File: src/design/rbc_pkg.sv
`timescale 1ns / 1ps
// ----------------------------------------------------------------------------
// rbc_pkg
// Shared types and codes for the three-rotor byte cipher.
// ----------------------------------------------------------------------------
package rbc_pkg;

	localparam int S_TDATA_W   = 32;
	localparam int S_TUSER_W   = 4;
	localparam int M_TDATA_W   = 8;
	localparam int QUEUE_DEPTH = 4;

	localparam logic [1:0] OP_LOAD  = 2'd0;
	localparam logic [1:0] OP_SEEK  = 2'd1;
	localparam logic [1:0] OP_CRYPT = 2'd2;

	localparam logic [1:0] SEL_FIRST  = 2'd0;
	localparam logic [1:0] SEL_SECOND = 2'd1;
	localparam logic [1:0] SEL_THIRD  = 2'd2;
	localparam logic [1:0] SEL_NONE   = 2'd3;

	typedef enum logic {
		KIND_LOAD,
		KIND_CRYPT
	} kind_t;

	typedef struct packed {
		kind_t      kind;
		logic [1:0] sel;
		logic [7:0] addr;
		logic [7:0] data;
		logic [7:0] n1;
		logic [7:0] n2;
		logic       last;
	} cmd_t;

endpackage

File: src/design/rbc_front.sv
`timescale 1ns / 1ps
// ----------------------------------------------------------------------------
// rbc_front
// Accepts input items, applies seeks, tags crypt items with rotor positions.
// ----------------------------------------------------------------------------
module rbc_front (
	input  logic                            clk,
	input  logic                            arst_n,
	input  logic                            s_tvalid,
	output logic                            s_tready,
	input  logic [rbc_pkg::S_TDATA_W-1:0]   s_tdata,
	input  logic [rbc_pkg::S_TUSER_W-1:0]   s_tuser,
	input  logic                            s_tlast,
	input  logic                            q_full,
	output logic                            q_push,
	output rbc_pkg::cmd_t                   q_cmd
);

	logic [7:0] n1_q;
	logic [7:0] n2_q;
	logic [1:0] op;
	logic [1:0] sel;
	logic       accept;

	assign op       = s_tuser[1:0];
	assign sel      = s_tuser[3:2];
	assign s_tready = !q_full;
	assign accept   = s_tvalid && s_tready;

	always_comb begin
		q_cmd.kind = (op == rbc_pkg::OP_CRYPT) ? rbc_pkg::KIND_CRYPT : rbc_pkg::KIND_LOAD;
		q_cmd.sel  = sel;
		q_cmd.addr = s_tdata[7:0];
		q_cmd.data = s_tdata[15:8];
		q_cmd.n1   = n1_q;
		q_cmd.n2   = n2_q;
		q_cmd.last = s_tlast;
		unique case (op)
			rbc_pkg::OP_LOAD:  q_push = accept && (sel != rbc_pkg::SEL_NONE);
			rbc_pkg::OP_CRYPT: q_push = accept;
			default:           q_push = 1'b0;
		endcase
	end

	always_ff @(posedge clk or negedge arst_n) begin
		if (!arst_n) begin
			n1_q <= 8'd0;
			n2_q <= 8'd0;
		end else if (accept) begin
			unique case (op)
				rbc_pkg::OP_SEEK: begin
					n1_q <= s_tdata[23:16];
					n2_q <= s_tdata[31:24];
				end
				rbc_pkg::OP_CRYPT: begin
					n1_q <= n1_q + 8'd1;
					if (n1_q == 8'hff) begin
						n2_q <= n2_q + 8'd1;
					end
				end
				default: begin
				end
			endcase
		end
	end

endmodule

File: config.mk
export PLATFORM = sky130hd
export DESIGN_NAME = rbc_front
export DESIGN_NICKNAME = d
export VERILOG_FILES = /design/src/design/rbc_pkg.sv /design/src/design/rbc_front.sv
export SDC_FILE = /design/constraint.sdc
export NUM_CORES = 1
export LEC_CHECK = 0
export BUFFER_PORTS_ARGS = -buffer_cell sky130_fd_sc_hd__buf_2
export CORE_AREA = 2 2 56 58
export DETAILED_ROUTE_END_ITERATION = 8
export DIE_AREA = 0 0 58 60
export PLACE_DENSITY = 0.84
export SETUP_SLACK_MARGIN = 0.15
export SLEW_MARGIN = 20
export SYNTH_ARGS = -nofsm -noshare
export SYNTH_HDL_FRONTEND = slang
export SYNTH_SLANG_ARGS = --single-unit
File: constraint.sdc
create_clock -name clk -period 3.9 [get_ports clk]
set_clock_uncertainty 0.15 [all_clocks]
set_input_delay 0.195 -clock clk [delete_from_list [all_inputs] [get_ports clk]]
set_output_delay 0.195 -clock clk [all_outputs]
set_load 0.01 [all_outputs]
# ---- Yosys cells after proc, flatten, opt, wreduce, memory -nomap -nowiden
# Cells that the tools add are included.
dict set report word_totals {
  regBits 16
  inputBits 41
  output_inout_bits 38
  wordCells 21
}
dict set report op_classes {
  addsub 2
  n_eq_ne 5
  n_mux 5
  reduce_logical 7
}
# op count
set ops {}
lappend ops {{$pmux W8 S2} 2}
lappend ops {{$add A8 B1 Y8 const B} 2}
lappend ops {{$eq A8 B8 Y1 const B} 1}
lappend ops {{$mux W8} 1}
lappend ops {{$reduce_and A3 Y1} 1}
lappend ops {{$eq A2 B1 Y1 const B} 1}
lappend ops {{$eq A2 B2 Y1 const B} 1}
lappend ops {{$logic_and A1 B1 Y1} 2}
lappend ops {{$logic_not A2 Y1} 1}
lappend ops {{$ne A2 B1 Y1 const B} 1}
lappend ops {{$ne A2 B2 Y1 const B} 1}
lappend ops {{$pmux W1 S2} 1}
lappend ops {{$reduce_and A2 Y1} 1}
lappend ops {{$reduce_bool A2 Y1} 1}
lappend ops {{$logic_not A1 Y1} 1}
lappend ops {{$mux W1} 1}

# ---- Logic depth before layout (Yosys ltp)
dict set report depth {
  ltp_word 4
  mapped_depth 7
  depth_no_buf 6
}

# ---- Least setup slack after synthesis
# OpenSTA, ideal clock, no wires.
dict set report synth_path {
  kind {register -> register}
  from {reg n1_q[0]}
  to {reg n2_q[5]}
  setup_time_ns 0.094
  arrival_time_ns 1.693
  t_required_ns 3.656
  slack_ns 1.963
  stages_incl_launch_ff 6
  path_buffers 0
  period_less_slack_ns 1.937
  path_cell_list {dfrtp_1 ha_1 nand3_2 or4_4 or2_0 a211oi_1}
}
dict set report synth_via {
  elab_chain_len 3
}
# item line
set synth_lines {}
lappend synth_lines {{start, declared} rbc_front.sv:19} ;# logic [7:0] n1_q;
lappend synth_lines {{start signal, assigned} rbc_front.sv:52} ;# n1_q <= s_tdata[23:16];
lappend synth_lines {{start signal, assigned} rbc_front.sv:56} ;# n1_q <= n1_q + 8'd1;
lappend synth_lines {{$eq A8 B8 Y1} rbc_front.sv:57} ;# if (n1_q == 8'hff) begin
lappend synth_lines {{$ne A2 B1 Y1 (no line)} --}
lappend synth_lines {{$reduce_and A3 Y1 (no line)} --}
lappend synth_lines {{end signal, assigned} rbc_front.sv:53} ;# n2_q <= s_tdata[31:24];
lappend synth_lines {{end signal, assigned} rbc_front.sv:58} ;# n2_q <= n2_q + 8'd1;
lappend synth_lines {{end, declared} rbc_front.sv:20} ;# logic [7:0] n2_q;
# Every way passes these cells.
# A chain may end at the register's enable or synchronous reset.

# ---- Worst setup path in the final report
# Same ends and word-level chain as after synthesis.

==> run summary <==
most frequent cells in the layout - buf_2 (44), dfrtp_1 (16), a21oi_1 (12), nand3_1 (11), inv_1 (9)
row cnt - 20
worst-skew pair later-pin latency - 0.30 ns
area occupied by registers - 400.4 µm²
Crit. Startpoint - n1_q[0]$_DFFE_PN0P_
CTS Sinks - 16
Max clock buf depth - 2
Final setup viols - 0
aggregate global routing overflow - 0
Async SR Flop Fraction - 1.000
post-synthesis instance total - 157
die width - 58 µm
GP Congestion - 0.8450
Vert. Die Dim - 60 µm
worst slew pin tran - 0.5768 ns
Layout Utilization - 0.5009
CP Launch Type - flop
vias in the first global route - 1,114
P_leak - 0.6842 nW
DR top layer - met4
Tot GR Track Use - 0.1799
endpoints failing hold - 0
Initial Utilization - 0.4526
met3 WL post-DR - 188 µm
Clock transition at path regs - 0.11 ns
number of antenna diodes - 0
DRT Wirelength - 2.930 mm
Worst R2R Path Depth - 5
Pre-antenna DRT Iters - 4
post-CTS setup buffer count - 0
Tcrit/Tclk final - 0.5137
Seq/Total Area, Yosys - 0.3048
area grow syn2layout - 10.67%
vias per cell - 5.756
Top Ports - 79
worst r2r src - n1_q[0]$_DFFE_PN0P_
commonest non-fill, non-tap cell in the layout - buf_2
initial DRC count - 31
synth warn - 0
CTS tree - yes
Worst VDD drop - 0.2429 mV
status - finished, final reports clean
post-DP HPWL - 2.245 mm
ANT nets after route - 0
Distinct cells, synth - 46
Cell Area, Synth - 0.001314 mm²
total stage count of the critical path - 5
H-tree depth - 1
WP buf/inv - 0
RSZ-0062 raised after global routing - no
initial antenna violation count - 0
multi-input logic area - 700.7 µm²
power per cell area - 397.3 mW/mm²
first-pass GRT wire length - 4.774 mm
Post-synth EDFFs - 0
hold crit path type - input port to flop
termination of the worst setup path - n2_q[5]$_DFFE_PN0P_
largest net degree at the start of global routing - 28
Nets - 227
crit-path max FO - 6
Worst Path Required - 3.97 ns
final worst path period need - 2.003 ns
crit-path cells - ha_1 > nand3_2 > or4_4 > or2_0 > a211oi_1
Port-buffer cells - 44
Rel. slew slack - 0.6155
layout cell share with drive strength beyond 1 - 0.3167
Arr. time, crit path - 2.08 ns
per-cell routed wire length - 13.76 µm
met2 wire length - 1.438 mm
RR Endpoint - n2_q[5]$_DFFE_PN0P_
filler cell count - 293
Post-Syn Area per Cell - 8.368 µm²
Root Buffer - clkbuf_4
Max Fclk - 499.1 MHz
number of remaining DRC errors - 0
via count - 1,226
Crit path largest cell delay - 0.54 ns
#FFs+latches synth - 16
Main synth FF type - dfrtp_1
setup_tns - 0 ns
total CTS buffers - 3
Syn Nets - 203
Crit. End Element - flop
Final Slew Violations - 0
total die area - 0.003480 mm²
CORE AREA - 0.002903 mm²
CP Class - flop to flop
Worst path slowest cell - or4_4
Crit path max-delay family - simple AND/OR/NAND/NOR gates
worst reg2reg setup slack - 1.90 ns
met1 WL - 1.257 mm
max capacitance violation total - 0
-- cell usage after synthesis, drive strengths merged, types with 2 or more instances --
master	n	area [µm²]
clkbuf	5	20.01
nor2b	2	12.51
or4	2	18.77
mux2	2	22.52
buf	22	155.1
nor2	7	26.28
nand3	12	65.06
ha	5	62.56
nand2b	4	25.02
o22ai	7	43.79
inv	10	37.53
nand4	4	31.28
a21oi	12	60.06
and3	5	33.78
dfrtp	16	400.4
nand2	5	18.77
mux2i	5	50.05
o21ai	7	35.03
nor3	3	15.01
o22a	3	26.28
a211oi	2	15.01
-- registers in the layout, summed over array words and instances, names as in the netlist --
| name | cells |
|---|---|
| n1_q | 8 |
| n2_q | 8 |
-- what timing repair did --
action                                 in CTS  in global routing
gates resized for setup                     0                  0
endpoints found under the hold margin      16                  0
hold buffers                                1                  0
-- report_power, final --
group          internal [mW]  total (mW)  leakage [nW]  switching (mW)
clock network         0.0570       0.119        0.0210          0.0619
logic                 0.0950       0.201         0.475           0.106
registers              0.201       0.258         0.188          0.0567
-- cells by family (layout without fill, tap and decap cells) --
logic type	after synthesis	after routing	synth area share
compound gates	43	43	0.2143
fa+ha+maj	5	5	0.04762
buf+inv	37	60	0.1619
flops	16	16	0.3048
mux	7	7	0.05524
simple gates	49	49	0.2162
-- routing by layer --
metal  GRT usage  up-vias
li1            -      608
met1      0.2170      580
met2      0.3068       33
met3     0.03247        5
met4     0.09302        0
met5           0        -
-- area by class of cell --
cell class,instances,share of cell area
inverter,10,0.02582
tap,33,0.02840
timing repair buffer,46,0.1635
multi-input combinational,104,0.4819
sequential,16,0.2754
clock buffer,4,0.02496
-- worst reg2reg max path, cell delays in order (launching register included) --
cell and delay [ns]:
dfrtp_1 0.44, ha_1 0.23, nand3_2 0.13, or4_4 0.54, or2_0 0.22, a211oi_1 0.23
-- per-stage QoR --
step	total power [mW]	instances	cell area, µm²	setup WS, ns	hold WS [ns]
after floorplan	0.4032	157	1314	1.963	-0.2506
after global placement	0.4582	208	1408	1.979	-0.02085
after detailed placement	0.4639	208	1408	1.925	-0.01756
after CTS	0.5840	213	1454	1.897	0.003985
after global routing	0.6228	213	1454	1.785	0.0003018
final	0.5776	213	1454	1.897	0.01127
-- worst min-delay path by stage --
| stage | startpoint | end | slack (ns) | cells past startpoint |
|---|---|---|---|---|
| 2_1_floorplan | arst_n | n1_q[0]$_DFFE_PN0P_ | -0.25 | 0 |
| 3_3_place_gp | arst_n | n2_q[6]$_DFFE_PN0P_ | -0.02 | 1 |
| 3_5_place_dp | arst_n | n2_q[6]$_DFFE_PN0P_ | -0.02 | 1 |
| 4_1_cts | s_tdata[23] | n1_q[7]$_DFFE_PN0P_ | 0.004 | 3 |
| 5_1_grt | s_tdata[23] | n1_q[7]$_DFFE_PN0P_ | 0.0003 | 3 |
| 6_report | s_tdata[18] | n1_q[2]$_DFFE_PN0P_ | 0.01 | 3 |
Power figures use the tool's default switching activity.
