## config.mk

```make
export PLATFORM = sky130hd
export DESIGN_NAME = rbc_queue
export DESIGN_NICKNAME = d
export VERILOG_FILES = /design/src/design/rbc_pkg.sv /design/src/design/rbc_queue.sv
export SDC_FILE = /design/constraint.sdc
export NUM_CORES = 1
export LEC_CHECK = 0
export BUFFER_PORTS_ARGS = -buffer_cell sky130_fd_sc_hd__buf_2
export CORE_MARGIN = 1.5
export CORE_UTILIZATION = 40
export CTS_CLUSTER_SIZE = 16
export DETAILED_ROUTE_END_ITERATION = 10
export GPL_TIMING_DRIVEN = 0
export PLACE_DENSITY = 0.62
export SYNTH_ARGS = -nofsm -noshare
export SYNTH_HDL_FRONTEND = slang
export SYNTH_SLANG_ARGS = --single-unit
```

## constraint.sdc

```tcl
create_clock -name clk -period 2.6 [get_ports clk]
set_input_delay 0.26 -clock clk [delete_from_list [all_inputs] [get_ports clk]]
set_output_delay 0.26 -clock clk [all_outputs]
set_load 0.01 [all_outputs]
```

## src/design/rbc_pkg.sv

```systemverilog
`timescale 1ns / 1ps
// ----------------------------------------------------------------------------
// rbc_pkg
// Shared types and codes for the three-rotor byte cipher.
// ----------------------------------------------------------------------------
package rbc_pkg;

	localparam int S_TDATA_W   = 32;
	localparam int S_TUSER_W   = 4;
	localparam int M_TDATA_W   = 8;
	localparam int QUEUE_DEPTH = 4;

	localparam logic [1:0] OP_LOAD  = 2'd0;
	localparam logic [1:0] OP_SEEK  = 2'd1;
	localparam logic [1:0] OP_CRYPT = 2'd2;

	localparam logic [1:0] SEL_FIRST  = 2'd0;
	localparam logic [1:0] SEL_SECOND = 2'd1;
	localparam logic [1:0] SEL_THIRD  = 2'd2;
	localparam logic [1:0] SEL_NONE   = 2'd3;

	typedef enum logic {
		KIND_LOAD,
		KIND_CRYPT
	} kind_t;

	typedef struct packed {
		kind_t      kind;
		logic [1:0] sel;
		logic [7:0] addr;
		logic [7:0] data;
		logic [7:0] n1;
		logic [7:0] n2;
		logic       last;
	} cmd_t;

endpackage

```

## src/design/rbc_queue.sv

```systemverilog
`timescale 1ns / 1ps
// ----------------------------------------------------------------------------
// rbc_queue
// Short FIFO of tagged commands between the front and the back.
// ----------------------------------------------------------------------------
module rbc_queue #(
	parameter int DEPTH = rbc_pkg::QUEUE_DEPTH
) (
	input  logic          clk,
	input  logic          arst_n,
	input  logic          push,
	input  rbc_pkg::cmd_t push_cmd,
	output logic          full,
	input  logic          pop,
	output logic          head_valid,
	output rbc_pkg::cmd_t head_cmd
);

	localparam int IDX_W = (DEPTH > 1) ? $clog2(DEPTH) : 1;
	localparam int CNT_W = $clog2(DEPTH + 1);

	rbc_pkg::cmd_t    slot_q [DEPTH];
	logic [IDX_W-1:0] wr_ptr_q;
	logic [IDX_W-1:0] rd_ptr_q;
	logic [CNT_W-1:0] count_q;
	logic             do_pop;

	assign full       = (count_q == CNT_W'(DEPTH));
	assign head_valid = (count_q != '0);
	assign head_cmd   = slot_q[rd_ptr_q];
	assign do_pop     = pop && head_valid;

	always_ff @(posedge clk) begin
		if (push) begin
			slot_q[wr_ptr_q] <= push_cmd;
		end
	end

	always_ff @(posedge clk or negedge arst_n) begin
		if (!arst_n) begin
			wr_ptr_q <= '0;
			rd_ptr_q <= '0;
			count_q  <= '0;
		end else begin
			if (push) begin
				wr_ptr_q <= (wr_ptr_q == IDX_W'(DEPTH - 1)) ? '0 : wr_ptr_q + IDX_W'(1);
			end
			if (do_pop) begin
				rd_ptr_q <= (rd_ptr_q == IDX_W'(DEPTH - 1)) ? '0 : rd_ptr_q + IDX_W'(1);
			end
			if (push && !do_pop) begin
				count_q <= count_q + CNT_W'(1);
			end else if (do_pop && !push) begin
				count_q <= count_q - CNT_W'(1);
			end
		end
	end

endmodule

```

Word-level counts from Yosys, hierarchy flattened
Memories as Yosys holds them, arrays and structs flattened.
Cells that the tools add are included.
{"block": "totals", "ff_bits": 7, "ramBits": 144, "output_inout_bits": 38, "word_cells": 24, "n_memories": 1}
{"memory": "slot_q", "depth": 4, "width": 36, "rd": 1, "rd_ports_with_merged_regs": 0, "write_ports": 1, "line": "rbc_queue.sv:22", "text": "rbc_pkg::cmd_t slot_q [DEPTH];"}
{"block": "op_classes", "n_addsub": 4, "n_eq_ne": 3, "mux": 6, "n_reduce_logical": 7}
{"op": "$mux W3", "n": 2}
{"op": "$add A2 B1 Y2 const B", "n": 2}
{"op": "$eq A2 B2 Y1 const B", "n": 2}
{"op": "$mux W2", "n": 2}
{"op": "$add A3 B1 Y3 const B", "n": 1}
{"op": "$eq A3 B3 Y1 const B", "n": 1}
{"op": "$logic_and A1 B1 Y1", "n": 3}
{"op": "$reduce_bool A3 Y1", "n": 1}
{"op": "$sub A3 B1 Y3 const B", "n": 1}
{"op": "$logic_not A1 Y1", "n": 2}
{"op": "$mux W1", "n": 2}
{"op": "$reduce_bool A2 Y1", "n": 1}

Longest topological paths before layout
Gate-level depths: netlist of run 1.
{"block": "logic_depth", "depth_word": 5, "ltp_mapped": 8, "ltp_nobuf": 8}

Worst setup path after synthesis of run 1
No wires, ideal clock.
{"block": "synth_timing", "kind": "reg-to-reg", "startpoint": "register count_q[0]", "endpoint": "register count_q[2]", "setup_ns": 0.079, "arrival_ns": 1.937, "required_ns": 2.521, "path_slack_ns": 0.584, "stages_incl_launch_ff": 9, "period_less_slack_ns": 2.016, "path_cell_list": "dfrtp_1 > or3_4 > nand2_1 > ha_1 > inv_1 > fa_1 > xor2_1 > nor2_1 > xor2_1"}
{"block": "synth_between", "elab_chain_cells": 5, "word_cells_on_any_way": 10, "cone_classes": "2 x add/sub; 2 x mux; 6 x reduce/logical"}
{"element": "start, declared", "line": "rbc_queue.sv:25", "text": "logic [CNT_W-1:0] count_q;"}
{"element": "start signal, assigned", "line": "rbc_queue.sv:52", "text": "count_q <= count_q + CNT_W'(1);"}
{"element": "start signal, assigned", "line": "rbc_queue.sv:54", "text": "count_q <= count_q - CNT_W'(1);"}
{"element": "$reduce_bool A3 Y1 (*)", "line": "rbc_queue.sv:29", "text": "assign head_valid = (count_q != '0);"}
{"element": "via head_valid", "line": "rbc_queue.sv:15", "text": "output logic head_valid,"}
{"element": "$logic_and A1 B1 Y1 (*)", "line": "rbc_queue.sv:31", "text": "assign do_pop = pop && head_valid;"}
{"element": "$logic_not A1 Y1", "line": "rbc_queue.sv:51", "text": "if (push && !do_pop) begin"}
{"element": "$logic_and A1 B1 Y1", "line": "rbc_queue.sv:51"}
{"element": "$mux W3 or $reduce_bool A2 Y1 (tied branches)"}
Mark *: on every way through the listed nets, which the timed path passes. The rest lies on a longest branch. The select of a mux whose other input is x is not followed.
A chain may end at the register's enable or synchronous reset.

==> results of run 1 <==
==> power breakdown <==
part / internal [mW] / switching, mW / total, mW
Combinational: 1.09 / 1.13 / 2.22
Sequential: 3.13 / 0.118 / 3.25
Clock: 1.59 / 0.909 / 2.50
Total: 5.81 / 2.15 / 7.97
==> stage by stage <==
step	setup TNS (ns)	hold WS, ns
after floorplan	0	-0.0356
after global placement	-1.16	0.106
after detailed placement	0	0.115
after CTS	0	0.0253
after global routing	0	0.0424
final	0	0.0514
==> area by class of cell <==
cell class	count	share of cell area, %
plain buffers	8	1.06
clock buffers	18	6.17
clock inverters	14	2.63
inverters	3	0.162
multi-input cells	63	15.1
flip-flops and latches	151	64.7
well taps	180	3.24
repair buffers	82	6.95
==> cell families after synthesis <==
family                   count (synthesis)  share of synthesized area, %
AO/OA/AOI/OAI                            2                         0.178
XOR/XNOR                                 3                         0.467
adder cells (fa/ha/maj)                  7                          1.69
buffers and inverters                   11                          1.51
flip-flops                             151                          80.0
multiplexers                            39                          15.0
AND/OR/NAND/NOR                         12                          1.18
==> state kept, by name, indices dropped and copies added (netlist names) <==
register  cells
rd_ptr_q      2
count_q       3
wr_ptr_q      2
slot_q      144
==> Yosys cell counts, drive strengths merged <==
| cell | count |
|---|---|
| edfxtp | 144 |
| mux4 | 36 |
| buf | 8 |
| dfrtp | 7 |
| ha | 6 |
| and2 | 4 |
| inv | 3 |
| mux2 | 3 |
| nand2 | 3 |
| nor2 | 3 |
| o21ai | 2 |
| xor2 | 2 |
| fa | 1 |
| nor3b | 1 |
| or3 | 1 |
| xnor2 | 1 |
==> repair_timing <==
action                    4_1_cts  5_1_grt
resized for setup               0        0
hold endpoints to repair        7        0
hold buffers                    1        0
setup buffers                   0        0
==> final timing paths <==
check,start,to,slack (ns),depth (start not counted)
setup / recovery,rd_ptr_q[0]$_DFFE_PN0P_,head_cmd[11],0.43,4
hold / removal,push_cmd[30],slot_q[2][30]$_DFFE_PP_,0.05,1
setup reg to reg,count_q[0]$_DFFE_PN0P_,count_q[2]$_DFFE_PN0P_,0.45,8
hold reg to reg,count_q[2]$_DFFE_PN0P_,count_q[2]$_DFFE_PN0P_,0.52,1
max in group asynchronous,arst_n,rd_ptr_q[1]$_DFFE_PN0P_,2.22,2
min in group asynchronous,arst_n,wr_ptr_q[1]$_DFFE_PN0P_,0.21,2
==> layer usage <==
| layer | part of all wire (%) | up-vias | GRT usage [%] |
|---|---|---|---|
| met5 | 0 | - | 0 |
| met4 | 1.8 | 0 | 7.28 |
| met3 | 6.1 | 16 | 5.29 |
| met2 | 50 | 70 | 22.1 |
| met1 | 43 | 1322 | 18.3 |
| li1 | - | 1152 | - |
==> out/qor.txt, run 1 <==
ANT cells -> 0
fin crit share -> 83.6%
Final HPWL DP -> 6.08 mm
Max VDD drop -> 565 uV
Fin. Hold Viols -> 0
Core ar. -> 0.0138 mm^2
Final Slew Violations -> 0
number of global-route vias before repair -> 2669
non-filler cells, final -> 519
Die Y -> 122 um
Slew HR -> 63.5%
Mapped Nets -> 272
htree depth -> 4
Synth area leaders -> edfxtp_1, mux4_2, dfrtp_1
Starting Density -> 40.7%
die width -> 122 um
vias per cell -> 4.93
critical path required time -> 2.34 ns
kind of critical path -> flop to primary output
Final Power -> 7.97 mW
CTS buffer count -> 17
sequential cell area fraction in the yosys report -> 80.0%
DIE AREA -> 0.0148 mm^2
worst skew pair latency -> 0.42 ns
Reg clk slew, reported paths -> 0.06 ns
DR DRC count -> 0
P_leak -> 2.43 nW
status -> completed
initial DRC count -> 157
Arrival @ worst endpoint -> 1.91 ns
max cap viols -> 0
total iterations of the first detailed-routing run -> 4
Unique masters post-synth -> 20
Post-Syn Area per Cell -> 25.0 um^2
Final ANT Viol Nets -> 0
Setup-failing EPs final -> 0
worst path buffer plus inverter count -> 3
Crit. End Element -> primary output
FMAX -> 0.460 GHz
DP Worst Slack -> 0.417 ns
worst-margin pin slew -> 0.547 ns
Worst setup SP type -> flop
GRT Util Overall -> 14.5%
most frequent cells in the layout -> edfxtp_1, buf_2, mux4_2, clkbuf_16, dfrtp_1
port bufs -> 77
commonest non-fill, non-tap cell in the layout -> edfxtp_1
fin worst setup slack -> 0.428 ns
Hold/Removal Path Class -> input pin to flop
area leader, netlist -> edfxtp_1
CP max stage cell -> mux4_2
Filler Cells Inserted -> 1102
initial antenna violation count -> 0
Final min period -> 2.17 ns
GR Overflow Total -> 0
# nets final -> 373
final instance area -> 0.00695 mm^2
global-route wire length before repair -> 14.9 mm
P per Cell Area -> 1150 mW/mm^2
Ys Warns -> 0
drt wl/cell -> 18.5 um
Reg area -> 0.00450 mm^2
CTS tree -> built
RSZ-0062 raised after global routing -> no
Clock Sinks -> 151
via count -> 2560
Ports -> 78
layout cells sized above 1 -> 48.1%
row count -> 43
Area growth syn-to-layout -> 23.5%
largest net degree at the start of global routing -> 30
CP Cell Sequence -> buf_6 > buf_8 > mux4_2 > buf_2
Post-DP Area -> 0.00633 mm^2
Max Root-Sink Buffers -> 2
Top delay family on crit path -> buffers and inverters
cell count after placement -> 486
CP Max Fanout -> 10
Total Wirelength -> 9.61 mm
crit-path max cell delay -> 0.53 ns
Clock Tree Root -> clkbuf_16
final core occ -> 50.3%
Yosys reg bits -> 151
post-synthesis cell count -> 225
area of the multi-input gates -> 0.00105 mm^2
Clock Skews -> 0.00485 ns
top-area cell type share of the netlist area -> 76.9%
Mapped Area -> 0.00563 mm^2
Placer Congestion -> 0.659
Power figures use the tool's default switching activity.
==> run 2: changes to the inputs <==
==> constraint.sdc (replaced) <==
create_clock -name clk -period 2.1 [get_ports clk]
set_input_delay 0.21 -clock clk [delete_from_list [all_inputs] [get_ports clk]]
set_output_delay 0.21 -clock clk [all_outputs]
set_load 0.01 [all_outputs]
==> out/qor.txt, run 2 (synthesis gave the netlist of run 1 again) <==
drt wl/cell -> 17.7 um (-4.6%)
number of global-route vias before repair -> 2848 (+6.7%)
grt met2 use -> 23.2% (+1.1 points)
Top reg by flops -> slot_q
Worst Reg-to-Reg Cells -> 8 (unchanged)
Clock Sinks -> 151 (unchanged)
DR DRC count -> 0 (unchanged)
final hold slack -> 0.0304 ns (-0.0210 ns)
Worst setup SP type -> flop
CP Max Fanout -> 10 (unchanged)
DP Worst Slack -> -0.0830 ns (-0.500 ns)
Slew HR -> 64.5% (+1.0 points)
Max Root-Sink Buffers -> 2 (unchanged)
row count -> 43 (unchanged)
fin crit share -> 95.5%
Final Power -> 10.1 mW (+27%)
worst path buffer plus inverter count -> 3 (unchanged)
Sw Ratio -> 26.9% (-0.14 points)
ANT cells -> 0 (unchanged)
DIE AREA -> 0.0148 mm^2 (unchanged)
Final min period -> 2.01 ns
Reg clk slew, reported paths -> 0.06 ns (about the same)
Core ar. -> 0.0138 mm^2 (unchanged)
Placer Congestion -> 0.659 (unchanged)
global-route wire length before repair -> 15.4 mm (+3.5%)
Starting Density -> 40.7% (unchanged)
hold path depth -> 1 (unchanged)
via count -> 2715 (+6.1%)
Crit. End Element -> primary output
layout cells sized above 1 -> 46.4% (-1.7 points)
status -> completed
Total Wirelength -> 9.96 mm (+3.7%)
fin worst setup slack -> 0.0942 ns (-0.333 ns)
commonest non-fill, non-tap cell in the layout -> edfxtp_1
total iterations of the first detailed-routing run -> 4 (unchanged)
crit-path max cell delay -> 0.52 ns (about the same)
FMAX -> 0.499 GHz
P per Cell Area -> 1370 mW/mm^2 (+19%)
Die Y -> 122 um (unchanged)
most frequent cells in the layout -> edfxtp_1, buf_2, mux4_2, dlygate4sd3_1, clkbuf_16
NetSw -> 2.73 mW (+27%)
Max VDD drop -> 802 uV (+42%)
max reg flops -> 144 (unchanged)
GR Overflow Total -> 0 (unchanged)
Fin. Hold Viols -> 0 (unchanged)
biggest regs -> slot_q: 144 flops, count_q: 3 flops
met3 GRT Util -> 5.01% (-0.28 points)
final core occ -> 53.7% (+3.4 points)
CP Cell Sequence -> buf_12 > buf_8 > mux4_2 > buf_2
Hold/Removal Path Class -> input pin to flop
clock network power share -> 30.6% (-0.8 points)
Clock Skews -> 0.00440 ns (-0.000441 ns)
Setup-failing EPs final -> 0 (unchanged)
die width -> 122 um (unchanged)
vias per cell -> 4.81 (-2.4%)
worst-margin pin slew -> 0.532 ns (-0.0150 ns)
P_leak -> 2.63 nW (+8.3%)
CTS buffer count -> 17 (unchanged)
GRT Util Overall -> 14.8% (+0.37 points)
post-route setup TNS -> 0 ns (unchanged)
CTS tree -> built
GR Util met1 -> 18.6% (+0.36 points)
kind of critical path -> flop to primary output
largest net degree at the start of global routing -> 30 (unchanged)
Top delay family on crit path -> multiplexers
port bufs -> 77 (unchanged)
initial antenna violation count -> 0 (unchanged)
max cap viols -> 0 (unchanged)
RSZ-0062 raised after global routing -> no
Ports -> 78 (unchanged)
Area growth syn-to-layout -> 31.9%
Gate power share -> 29.8% (+2.0 points)
gr busiest metal -> met2
critical path required time -> 1.89 ns (-0.45 ns)
initial DRC count -> 163 (+3.8%)
flop2flop setup slack -> 0.12 ns (-0.33 ns)
Arrival @ worst endpoint -> 1.80 ns (-0.11 ns)
worst skew pair latency -> 0.42 ns (about the same)
Filler Cells Inserted -> 1067 (-3.2%)
Clock Tree Root -> clkbuf_16
CP max stage cell -> mux4_2
Final ANT Viol Nets -> 0 (unchanged)
cell count along the critical path -> 4 (unchanged)
Final Slew Violations -> 0 (unchanged)
internal power -> 7.42 mW (+28%)
htree depth -> 4 (unchanged)
Final HPWL DP -> 6.08 mm (unchanged)
Flop pwr share -> 39.6% (-1.2 points)
# nets final -> 418 (+12%)
## run 2: cell count changes in the layout (fill, tap and decap cells not counted), moves of 2 or more
cell / change
dlygate4sd3_1: +35
buf_4: +13
buf_2: -4
dfrtp_1: -2
dfrtp_2: +2
## run 2: what timing repair did
action                     4_1_cts  5_1_grt
hold buffers                    36        0
buffers inserted                 5        5
pin swaps                        1        2
gates resized for setup          9        4
setup endpoints to repair       30       29
hold endpoints to repair       143        0
## run 2: path summary, 6_finish.rpt
path	startpoint	to
min in group asynchronous	arst_n	wr_ptr_q[1]$_DFFE_PN0P_
worst max register to register	count_q[0]$_DFFE_PN0P_	count_q[2]$_DFFE_PN0P_
worst max-delay path	rd_ptr_q[0]$_DFFE_PN0P_	head_cmd[11]
worst min-delay path	push_cmd[7]	slot_q[0][7]$_DFFE_PP_
worst min register to register	count_q[2]$_DFFE_PN0P_	count_q[2]$_DFFE_PN0P_
max in group asynchronous	arst_n	rd_ptr_q[0]$_DFFE_PN0P_
## run 2: power by group through the flow
stage	logic, mW	registers (mW)	clock network [mW]
after CTS	3.01	4.03	3.17
final	3.03	4.01	3.10
after global routing	3.31	4.06	3.29
after floorplan	1.82	4.05	0
after global placement	2.70	4.09	0
after detailed placement	2.84	4.09	0
## run 2: worst reg2reg max path, cell delays in order (launching register included)
cell	delay (ns)
dfrtp_2	0.42
or3_4	0.41
nand2_4	0.09
ha_4	0.14
inv_1	0.05
fa_2	0.33
xor2_1	0.17
nor2_1	0.13
xor2_1	0.17
## run 2: metrics by stage
step,std cells,cell area [um^2]
after floorplan,225,5630
after global placement,482,6240
after detailed placement,486,6330
after CTS,559,7370
after global routing,564,7420
final,564,7420
## run 2: cell type report
cell class | instances | area (um^2) | share of cell area (%)
inverters | 3 | 11.3 | 0.152
multi-input cells | 63 | 1070 | 14.4
clock buffers | 18 | 429 | 5.78
repair buffers | 127 | 908 | 12.2
plain buffers | 8 | 92.6 | 1.25
clock inverters | 14 | 183 | 2.46
well taps | 180 | 225 | 3.03
flip-flops and latches | 151 | 4500 | 60.7
## run 2: metal layers
layer  share of wire [%]  routed length, um  vias to the layer above
li1                    -                  -                     1243
met1                  43               4230                     1389
met2                  51               5040                       68
met3                 5.2                522                       15
met4                 1.7                169                        0
met5                   0                  0                        -
==> run 3: changes to the inputs <==
--- a/config.mk
+++ b/config.mk
@@ -5,6 +5,7 @@
 export SDC_FILE = /design/constraint.sdc
 export NUM_CORES = 1
 export LEC_CHECK = 0
+export ABC_AREA = 1
 export BUFFER_PORTS_ARGS = -buffer_cell sky130_fd_sc_hd__buf_2
 export CORE_MARGIN = 1.5
 export CORE_UTILIZATION = 40
==> out/qor.txt, run 3 <==
status -> completed
Worst Reg-to-Reg Cells -> 10 (+2)
flop2flop setup slack -> 0.30 ns (+0.18 ns)
final hold slack -> 0.0109 ns (-0.0195 ns)
row count -> 45 (+4.7%)
Final ANT Viol Nets -> 0 (unchanged)
Post-Syn Area per Cell -> 13.0 um^2 (-48%)
vias per cell -> 4.88 (+1.5%)
fin worst setup slack -> 0.224 ns (+0.130 ns)
P_leak -> 3.20 nW (+22%)
critical path required time -> 1.89 ns (about the same)
Clock Sinks -> 151 (unchanged)
CTS buffer count -> 17 (unchanged)
Worst setup SP type -> flop
cell count after placement -> 743 (+53%)
drt wl/cell -> 16.4 um (-7.2%)
ANT cells -> 0 (unchanged)
kind of critical path -> flop to primary output
DR DRC count -> 0 (unchanged)
fin crit share -> 89.3% (-6.2 points)
commonest non-fill, non-tap cell in the layout -> edfxtp_1
Top reg by flops -> slot_q
Post-synth top flop -> edfxtp_1
Crit. End Element -> primary output
R2R Path Start -> count_q[0]$_DFFE_PN0P_
clock network power share -> 27.9% (-2.7 points)
Core ar. -> 0.0151 mm^2 (+9.5%)
max cap viols -> 0 (unchanged)
internal power -> 7.13 mW (-3.8%)
hold path endpoint -> slot_q[1][3]$_DFFE_PP_
Sw Ratio -> 33.3% (+6.4 points)
Ports -> 78 (unchanged)
Arrival @ worst endpoint -> 1.67 ns (-0.13 ns)
Yosys reg bits -> 151 (unchanged)
total iterations of the first detailed-routing run -> 4 (unchanged)
FF-to-FF End -> count_q[2]$_DFFE_PN0P_
top-area cell type share of the netlist area -> 70.0% (-6.8 points)
# nets final -> 653 (+56%)
CP dominant cell by count -> buf_2
critical hold path startpoint -> push_cmd[3]
port bufs -> 77 (unchanged)
largest net degree at the start of global routing -> 30 (unchanged)
CP Cell Sequence -> inv_2 > buf_2 > o211ai_1 > nand2_1 > buf_2
Post-DP Area -> 0.00689 mm^2 (+8.8%)
P per Cell Area -> 1370 mW/mm^2 (+0.19%)
initial antenna violation count -> 0 (unchanged)
Starting Density -> 40.8% (+0.092 points)
htree depth -> 4 (unchanged)
Area growth syn-to-layout -> 26.5%
most frequent cells in the layout -> edfxtp_1, nand2_1, buf_2, inv_1, o211ai_1
Mapped Area -> 0.00618 mm^2 (+9.8%)
Hold/Removal Path Class -> input pin to flop
Mapped Nets -> 521 (+92%)
Final min period -> 1.88 ns (-0.130 ns)
CTS resizes -> 0 (-9)
Placer Congestion -> 0.716 (+8.5%)
global-route wire length before repair -> 20.7 mm (+34%)
worst skew pair latency -> 0.42 ns (about the same)
synth cell count leaders -> edfxtp_1, nand2_1, inv_1, o211ai_1, buf_6
Gate power share -> 34.3% (+4.5 points)
post-route setup TNS -> 0 ns (unchanged)
count of flip-flops with a built-in enable after synthesis -> 144 (unchanged)
Reg clk slew, reported paths -> 0.06 ns (about the same)
Total Wirelength -> 13.2 mm (+33%)
CP Max Fanout -> 10 (unchanged)
initial DRC count -> 273 (+67%)
GR Overflow Total -> 0 (unchanged)
non-filler cells, final -> 807 (+43%)
final core occ -> 51.6% (-2.1 points)
Final Power -> 10.7 mW (+5.5%)
CTS tree -> built
Clock Tree Root -> clkbuf_16
CP max stage cell -> dfrtp_1
layout cells sized above 1 -> 22.3% (-24 points)
number of global-route vias before repair -> 4103 (+44%)
DP Worst Slack -> 0.333 ns (+0.416 ns)
FFs w/ async S/R, synth -> 4.64% (unchanged)
Max VDD drop -> 760 uV (-5.2%)
NetSw -> 3.56 mW (+31%)
top-count cell post-synth -> edfxtp_1
Final Slew Violations -> 0 (unchanged)
FMAX -> 0.533 GHz (+6.9%)
Worst Setup SP -> rd_ptr_q[1]$_DFFE_PN0P_
Slew HR -> 64.7% (+0.19 points)
post-synthesis cell count -> 474 (+110%)
Post CTS Setup Buffer Count -> 0 (-5)
max reg flops -> 144 (unchanged)
Die Y -> 127 um (+4.7%)
Flop pwr share -> 37.7% (-1.9 points)
Setup-failing EPs final -> 0 (unchanged)
die width -> 127 um (+4.7%)
RSZ-0062 raised after global routing -> no
final instance area -> 0.00781 mm^2 (+5.3%)
Unique masters post-synth -> 17 (-15%)
Clock Skews -> 0.0110 ns (+0.00655 ns)
Ys Warns -> 0 (unchanged)
DIE AREA -> 0.0162 mm^2 (+9.5%)
Final HPWL DP -> 8.11 mm (+33%)
sequential cell area fraction in the yosys report -> 72.8% (-7.1 points)
hold path depth -> 1 (unchanged)
Fin. Hold Viols -> 0 (unchanged)
via count -> 3942 (+45%)
biggest regs -> slot_q: 144 flops, count_q: 3 flops
Max Root-Sink Buffers -> 2 (unchanged)
worst-margin pin slew -> 0.529 ns (-0.00368 ns)
GRT Util Overall -> 17.4% (+2.6 points)
area leader, netlist -> edfxtp_1
Synth area leaders -> edfxtp_1, o211ai_1, nand2_1
crit-path max cell delay -> 0.40 ns (-0.12 ns)
-- run 3: final cells by class --
| type | instances | area [um^2] |
|---|---|---|
| Buffer | 23 | 198 |
| Clock buffer | 28 | 581 |
| Clock inverter | 4 | 25.0 |
| Fill cell | 1279 | 7330 |
| Inverter | 83 | 312 |
| Multi-Input combinational cell | 217 | 1170 |
| Sequential cell | 151 | 4500 |
| Tap cell | 188 | 235 |
| Timing Repair Buffer | 113 | 793 |
-- run 3: cells by family after synthesis --
| kind of cell | Yosys count | synth area share (%) |
|---|---|---|
| flops | 151 | 72.8 |
| xor+xnor | 1 | 0.142 |
| fa+ha+maj | 7 | 1.54 |
| buf+inv | 106 | 8.24 |
| compound gates | 74 | 8.91 |
| simple gates | 135 | 8.32 |
-- run 3: timing repair --
item,in CTS,in global routing
endpoints found under the hold margin,126,3
endpoints found under the setup margin,0,0
hold buffers,31,1
-- run 3: worst max-delay path by stage --
stage | end | slack (ns) | cells past startpoint
2_1_floorplan | slot_q[0][0]$_DFFE_PP_ | 0.34 | 4
3_3_place_gp | slot_q[1][1]$_DFFE_PP_ | -0.27 | 4
3_5_place_dp | count_q[2]$_DFFE_PN0P_ | 0.33 | 10
4_1_cts | head_cmd[4] | 0.16 | 5
5_1_grt | head_cmd[19] | 0.07 | 5
6_report | head_cmd[19] | 0.22 | 5
-- run 3: critical path: cells and delay by family, from the launching register on --
family,cells,cell delay [ns]
flops,1,0.40
simple gates,1,0.10
buf+inv,3,0.61
compound gates,1,0.14
-- run 3: layer usage --
layer	track usage (%)	vias up	wire length, um
li1	-	1897	-
met1	20.2	1925	5540
met2	30.1	109	6770
met3	5.36	11	765
met4	7.22	0	146
met5	0	-	0
-- run 3: power groups by stage --
stage / sequential, mW / clock, mW / combinational (mW)
floorplan: 4.07 / 0 / 2.25
global placement: 4.10 / 0 / 3.53
detailed placement: 4.09 / 0 / 3.70
CTS: 4.04 / 3.04 / 3.76
global route: 4.08 / 3.16 / 4.08
finish: 4.04 / 2.99 / 3.67
